==> src/rtl/core/epsc_pkg.sv <==
package epsc_pkg;

  // Widths fixed by the item fields
  localparam int unsigned IDX_W    = 3;   // channel index in commands (ports: up to 4 motors)
  localparam int unsigned GAIN_W   = 24;
  localparam int unsigned MAXSP_W  = 11;
  localparam int unsigned INTVL_W  = 16;
  localparam int unsigned CFG_W    = 24;
  localparam int unsigned CFG_AW   = 2;
  localparam int unsigned TGT_W    = 14;
  localparam int unsigned VEL_W    = 7;
  localparam int unsigned POS_W    = 6;
  localparam int unsigned ERR_W    = 15;
  localparam int unsigned SUM_W    = 32;
  localparam int unsigned PROD_W   = 57;
  localparam int unsigned ACC_W    = 58;
  localparam int unsigned DUTY_W   = 7;
  localparam int unsigned IN_DW    = 32;
  localparam int unsigned OUT_DW   = 24;

  localparam logic [DUTY_W-1:0] DUTY_MAX = 7'd100;

  // raw/1600 = (raw>>6)/25 = ((raw>>6)*5243)>>17, exact for 10-bit operands
  localparam logic [12:0] POS_RECIP  = 13'd5243;
  localparam int unsigned POS_SHIFT  = 17;
  // x/100 = (x*671089)>>26, exact for 19-bit operands
  localparam logic [19:0] PCT_RECIP  = 20'd671089;
  localparam int unsigned PCT_SHIFT  = 26;

  // Reset values of the registers
  localparam logic [GAIN_W-1:0]  KP_RESET    = 24'd327680;
  localparam logic [GAIN_W-1:0]  KI_RESET    = 24'd655;
  localparam logic [MAXSP_W-1:0] MAXSP_RESET = 11'd800;
  localparam logic [INTVL_W-1:0] INTVL_RESET = 16'd500;

  // Register indexes
  localparam logic [CFG_AW-1:0] CFG_KP    = 2'd0;
  localparam logic [CFG_AW-1:0] CFG_KI    = 2'd1;
  localparam logic [CFG_AW-1:0] CFG_MAXSP = 2'd2;
  localparam logic [CFG_AW-1:0] CFG_INTVL = 2'd3;

  typedef enum logic [1:0] {
    ACT_POS  = 2'd0,
    ACT_TICK = 2'd1,
    ACT_CMD  = 2'd2
  } action_e;

  typedef enum logic [3:0] {
    OP_NONE    = 4'd0,
    OP_CAPTURE = 4'd1,
    OP_POS     = 4'd2,
    OP_CMD_MUL = 4'd3,
    OP_CMD_DIV = 4'd4,
    OP_CMD_WR  = 4'd5,
    OP_TICK    = 4'd6,
    OP_LOAD_E  = 4'd7,
    OP_MUL_KP  = 4'd8,
    OP_MUL_KI  = 4'd9,
    OP_ACC     = 4'd10,
    OP_EMIT    = 4'd11
  } dp_op_e;

  typedef struct packed {
    dp_op_e           op;
    logic [IDX_W-1:0] idx;
    logic             last;
  } dp_cmd_t;

  typedef struct packed {
    logic [1:0] action;
    logic       out_free;
  } dp_sts_t;

endpackage

==> src/rtl/core/epsc_ctrl.sv <==
module epsc_ctrl import epsc_pkg::*; #(
  parameter int unsigned MOTOR_COUNT = 4
) (
  input  logic    clk_i,
  input  logic    rst_ni,
  input  logic    in_valid_i,
  output logic    in_ready_o,
  input  dp_sts_t sts_i,
  output dp_cmd_t cmd_o
);

  localparam int unsigned CW = (MOTOR_COUNT > 1) ? $clog2(MOTOR_COUNT) : 1;
  localparam logic [CW-1:0] LAST_IDX = CW'(MOTOR_COUNT - 1);

  typedef enum logic [9:0] {
    ST_IDLE    = 10'b00_0000_0001,
    ST_DECODE  = 10'b00_0000_0010,
    ST_CMD_DIV = 10'b00_0000_0100,
    ST_CMD_WR  = 10'b00_0000_1000,
    ST_TICK    = 10'b00_0001_0000,
    ST_LOAD    = 10'b00_0010_0000,
    ST_MUL_KP  = 10'b00_0100_0000,
    ST_MUL_KI  = 10'b00_1000_0000,
    ST_SUM     = 10'b01_0000_0000,
    ST_OUT     = 10'b10_0000_0000
  } state_e;

  state_e        state_q, state_d;
  logic [CW-1:0] idx_q, idx_d;
  logic          is_last;

  assign is_last    = (idx_q == LAST_IDX);
  assign in_ready_o = (state_q == ST_IDLE);

  always_comb begin
    state_d    = state_q;
    idx_d      = idx_q;
    cmd_o.op   = OP_NONE;
    cmd_o.idx  = IDX_W'(idx_q);
    cmd_o.last = is_last;
    unique case (state_q)
      ST_IDLE: begin
        if (in_valid_i) begin
          cmd_o.op = OP_CAPTURE;
          state_d  = ST_DECODE;
        end
      end
      ST_DECODE: begin
        unique case (sts_i.action)
          ACT_POS: begin
            cmd_o.op = OP_POS;
            state_d  = ST_IDLE;
          end
          ACT_CMD: begin
            cmd_o.op = OP_CMD_MUL;
            state_d  = ST_CMD_DIV;
          end
          ACT_TICK: begin
            state_d = ST_TICK;
          end
          default: begin
            state_d = ST_IDLE;   // unused action code: dropped
          end
        endcase
      end
      ST_CMD_DIV: begin
        cmd_o.op = OP_CMD_DIV;
        state_d  = ST_CMD_WR;
      end
      ST_CMD_WR: begin
        cmd_o.op = OP_CMD_WR;
        state_d  = ST_IDLE;
      end
      ST_TICK: begin
        cmd_o.op = OP_TICK;
        idx_d    = '0;
        state_d  = ST_LOAD;
      end
      ST_LOAD: begin
        cmd_o.op = OP_LOAD_E;
        state_d  = ST_MUL_KP;
      end
      ST_MUL_KP: begin
        cmd_o.op = OP_MUL_KP;
        state_d  = ST_MUL_KI;
      end
      ST_MUL_KI: begin
        cmd_o.op = OP_MUL_KI;
        state_d  = ST_SUM;
      end
      ST_SUM: begin
        cmd_o.op = OP_ACC;
        state_d  = ST_OUT;
      end
      ST_OUT: begin
        if (sts_i.out_free) begin
          cmd_o.op = OP_EMIT;
          if (is_last) begin
            state_d = ST_IDLE;
          end else begin
            idx_d   = idx_q + CW'(1);
            state_d = ST_LOAD;
          end
        end
      end
      default: begin
        state_d = ST_IDLE;
      end
    endcase
  end

  always_ff @(posedge clk_i or negedge rst_ni) begin
    if (!rst_ni) begin
      state_q <= ST_IDLE;
      idx_q   <= '0;
    end else begin
      state_q <= state_d;
      idx_q   <= idx_d;
    end
  end

  a_emit_needs_room: assert property (@(posedge clk_i) disable iff (!rst_ni)
    (cmd_o.op == OP_EMIT) |-> sts_i.out_free)
    else $error("result loaded while output register still full");

  a_last_to_idle: assert property (@(posedge clk_i) disable iff (!rst_ni)
    (cmd_o.op == OP_EMIT && cmd_o.last) |=> (state_q == ST_IDLE))
    else $error("tick did not finish after final channel");

  a_accept_decode: assert property (@(posedge clk_i) disable iff (!rst_ni)
    (in_valid_i && in_ready_o) |=> (state_q == ST_DECODE))
    else $error("accepted request not decoded");

endmodule

==> config.mk <==
export PLATFORM = sky130hd
export DESIGN_NAME = epsc_ctrl
export DESIGN_NICKNAME = d
export VERILOG_FILES = /design/src/rtl/core/epsc_pkg.sv /design/src/rtl/core/epsc_ctrl.sv
export SDC_FILE = /design/constraint.sdc
export NUM_CORES = 1
export LEC_CHECK = 0
export ABC_CLOCK_PERIOD_IN_PS = 1600
export BUFFER_PORTS_ARGS = -buffer_cell sky130_fd_sc_hd__buf_2
export CORE_ASPECT_RATIO = 1.25
export CORE_MARGIN = 5
export CORE_UTILIZATION = 45
export DETAILED_ROUTE_END_ITERATION = 8
export PLACE_DENSITY = 0.72
export SLEW_MARGIN = 10
export SYNTH_ARGS = -nofsm -noshare
export SYNTH_HDL_FRONTEND = slang
export SYNTH_SLANG_ARGS = --single-unit
==> constraint.sdc <==
create_clock -name clk_i -period 1.6 [get_ports clk_i]
set_input_delay 0.24 -clock clk_i [delete_from_list [all_inputs] [get_ports clk_i]]
set_output_delay 0.24 -clock clk_i [all_outputs]
set_load 0.02 [all_outputs]
Word level (Yosys, flattened, before mapping):

Cells that the tools add are included.

* reductions and logical operators: 4
* eq/ne operators: 16
* multiplexer cells: 12
* add/sub/neg operators: 1

Operator list (number)
* $pmux 10 s9: 1
* $pmux 4 s10: 1
* $mux 10: 2
* $eq 10x1->1 const B: 1
* $eq 10x10->1 const B: 1
* $eq 10x2->1 const B: 1
* $eq 10x3->1 const B: 1
* $eq 10x4->1 const B: 1
* $eq 10x5->1 const B: 1
* $eq 10x6->1 const B: 1
* $eq 10x7->1 const B: 1
* $eq 10x8->1 const B: 1
* $eq 10x9->1 const B: 1
* $pmux 5 s2: 1
* $pmux 2 s2: 2
* $mux 6: 1
* $ne 2x2->1 const B: 3
* $eq 2x2->1 const B: 2
* $mux 2: 2
* $mux 4: 1
* $reduce_and 3->1: 1
* $add 2x1->2 const B: 1
* $eq 2x1->1 const B: 1
* $logic_not 2->1: 1
* other kinds (3): 3

* input port bits: 6
* output and inout port bits: 9
* flip-flop bits (word level): 12
* word-level logic and storage cells: 35

Depth between registers and ports, before layout:

* word-level depth: 4
* gate-level depth with buffers: 6
* depth with buffers taken out: 5

Worst setup path before layout:

OpenSTA, ideal clock, no wires.

* path kind: register to register
* start point: reg state_q[4]
* end point: reg state_q[1]
* required time: 1531 ps
* slack: -267 ps
* library setup time: 69 ps
* period minus slack after synthesis: 1867 ps
* stages on the path, launching flop included: 6
* buffers on the path: 1
* data arrival time: 1798 ps
* cells stage by stage: dfrtp_1 -> buf_6 -> nor3_4 -> nand2_4 -> nor4_1 -> and2_1

* cells in the longest elaborated chain, start to end: 3
* elaborated cells between the ends (all ways): 13
* classes of those cells: eq/ne: 11; mux: 1; reduce/logical: 1

RTL lines
* start, declared: RTL line epsc_ctrl.sv:28 `state_e state_q, state_d;`
* start signal, assigned: RTL line epsc_ctrl.sv:117 `state_q <= state_d;`
* $eq 10x1->1 (*)
* net in_ready_o: RTL line epsc_ctrl.sv:7 `output logic in_ready_o,`
* $ne 2x2->1 (no line)
* $reduce_and 2->1 (no line)

Mark *: on every way through the listed nets, which the timed path passes. The rest lies on a longest branch.
A chain may end at the register's enable or synchronous reset.

==> out/results.ini <==
[status]
status=finished, violations left
violations=setup timing

[synth]
yosys.area_share.simple_pct=31.36
postSynthCellCount=103
ys_ff_latch=12
ys_warn_count=0
synth_nets=113
synth_area_um2=929.6
synthArstFlopShare_pct=100.0
avgSynthCellArea_um2=9.026
synth.distinct_cells=46
synth_xor_area_share_pct=2.826
ys_dominant_reg_cell=dfrtp_1
synth_compound_area_share_pct=18.03
synthMuxAreaShare_pct=0
synth_edf_count=0
synth_fa_ha_area_share_pct=5.384
synth_top_family_by_area=simple AND/OR/NAND/NOR gates
yosysSeqAreaShare_pct=32.44

[timing]
setup_tns_ns=-2.387
fin_crit_sh_pct=130.3
finalWorstSetupSlack_ns=-0.4853
drv_slew=0
fin_hold_ws_ns=0.2287
hold_viol_final=0
setup_viol=9
rsz0062_at_grt=yes
max_freq_ghz=0.4796
fin_worst_skew_ns=0.006964
min_period_ns=2.085

[place]
placed_cells=157
gp_congestion=0.9006
hpwlAfterDp_mm=1.963
numPortBuffers=13

[pwr]
peakVddDrop_v=0.0007211
p_per_area_nw_per_um2=1028
p_leak_nw=0.6875

[layout]
finish.utilization_pct=75.38
diodes=0
fillers=124
syn2layout_area_growth_pct=60.70
finalNonFillerCells=170
layout-drive-gt1-share_pct=56.00
final_nets=161

[grt]
grt_max_degree=13
antenna_found_initial=0
globalRouteTotalUtil_pct=20.37
grt_pass1_vias=1041
grt_pass1_wl_mm=4.705
overflow=0

[route]
dr.pass1.iters=4
vias=953
routed_via_density=5.606
wl_per_cell_um=16.04
ant_nets=0
drt_wl_total_mm=2.726
drt_iter0_markers=14
route.detailed.drc=0

[worst_setup_path]
r2r_cells=8
slowest_stage=or4_4
path_cells=nor3_4 > nand2_4 > or4_4 > o2111ai_4 > buf_6
path_max_fanout=4
worstSetupPathType=reg -> out
max_stage_delay_ns=0.54
start_kind=register
end_kind=output pin
cp.arrival_ns=1.85
crit_required_ns=1.36

[worst_hold_path]
min_path_type=in -> reg
min_delay_path_depth=2

[floorplan]
fp.dieW_um=50.66
fp.coreArea_um2=1982
dieArea_um2=3081
rows=18
die_h_um=60.82
start_util_pct=46.91
io_pins=15

[job]
cap_violations=0

[clock_tree]
cts_tree=yes
cts.sinks=12
cts.reportedPaths.clkPinSlew_ns=0.08
htree_levels=1
cts.root.buffer_cell=clkbuf_4
clk_latency_ns=0.27
cts_buffers=3
clk_path_buf_depth=2

==> per-stage QoR <==
stage,setup WS [ns],instance area [um^2],power [mW]
2_1_floorplan,-0.1827,996.0,0.7803
3_3_place_gp,-0.2079,1242,1.017
3_5_place_dp,-0.2372,1242,1.041
4_1_cts,-0.4954,1393,1.387
5_1_grt,-0.5430,1494,1.649
6_report,-0.4853,1494,1.536
==> layout make-up <==
class / count / area, um^2 / share of cell area [%]
sequential: 12 / 306.5 / 20.52
inverter: 9 / 33.78 / 2.261
tap: 20 / 25.02 / 1.675
timing repair buffer: 51 / 406.6 / 27.22
clock buffer: 4 / 26.28 / 1.759
multi-input combinational: 74 / 695.7 / 46.57
==> synth_stat cells (all sizes together), types with 2 or more instances <==
library cell,number,area (um^2)
nor3,4,36.29
nor3b,2,15.01
dfrtp,11,275.3
xor2,3,26.28
buf,6,47.54
clkbuf,2,7.510
a31oi,2,12.51
ha,4,50.05
a21oi,2,10.01
nand4,4,25.02
nand2,4,22.52
o2bb2ai,2,17.52
nor4,5,46.29
nor2b,3,18.77
nor2,9,33.78
nand2b,3,21.27
and2,3,18.77
o21ai,4,20.02
o2111ai,2,23.77
or4,2,15.01
inv,9,33.78
==> timing repair <==
action                                 CTS  global route
buffers inserted                         5             5
setup endpoints to repair               10            14
pin swaps                                7             7
resized for setup                       19            18
endpoints found under the hold margin   11             0
hold buffers                             1             0
==> cell families after synthesis <==
| family | after synthesis |
|---|---|
| other cells | 1 |
| compound gates | 22 |
| flops | 12 |
| xor+xnor | 3 |
| fa+ha+maj | 4 |
| simple gates | 44 |
| buf+inv | 17 |
==> state kept, by name (all words and copies together) (netlist names) <==
| signal | count |
|---|---|
| state_q | 10 |
| idx_q | 2 |
==> where the power goes <==
group	switching, mW	internal [mW]
registers	0.0488	0.354
clock network	0.0991	0.0964
logic	0.450	0.488
total	0.598	0.938
==> cell usage in the layout, fill, tap and decap left out, types with 3 or more instances in the layout <==
| cell type | synthesis | layout |
|---|---|---|
| buf_6 | 2 | 11 |
| clkbuf_4 | 0 | 3 |
| o21ai_0 | 4 | 4 |
| ha_1 | 4 | 4 |
| nand2_4 | 1 | 3 |
| nand4_1 | 4 | 4 |
| dfrtp_1 | 11 | 7 |
| xor2_1 | 3 | 3 |
| inv_1 | 9 | 9 |
| nor2_1 | 9 | 8 |
| dfrtp_2 | 0 | 4 |
| and2_1 | 3 | 3 |
| buf_2 | 2 | 8 |
| buf_4 | 2 | 31 |
==> routing by layer <==
| layer | global-route usage [%] | part of all wire, % | vias up |
|---|---|---|---|
| li1 | - | - | 463 |
| met1 | 23.52 | 39 | 463 |
| met2 | 35.82 | 56 | 19 |
| met3 | 3.194 | 1.9 | 8 |
| met4 | 10.95 | 3.1 | 0 |
| met5 | 0 | 0 | - |
==> final timing paths <==
| path | slack, ns | start | end |
|---|---|---|---|
| setup reg to reg | -0.19 | state_q[9] | state_q[0] |
| hold reg to reg | 0.53 | state_q[1] | state_q[9] |
| min in group asynchronous | 0.37 | rst_ni | state_q[4] |
| hold / removal | 0.23 | in_valid_i | state_q[1] |
| setup / recovery | -0.49 | state_q[5] | cmd_o[5] |
| max in group asynchronous | 0.94 | rst_ni | state_q[0] |
==> critical path, delay by kind of cell (launching register included) <==
kind                   cells  cell delay [ns]
AND/OR/NAND/NOR            3             0.87
buffers and inverters      1             0.14
AO/OA/AOI/OAI              1             0.13
flip-flops                 1             0.44
Note: power is estimated with default switching activity, not from simulation.
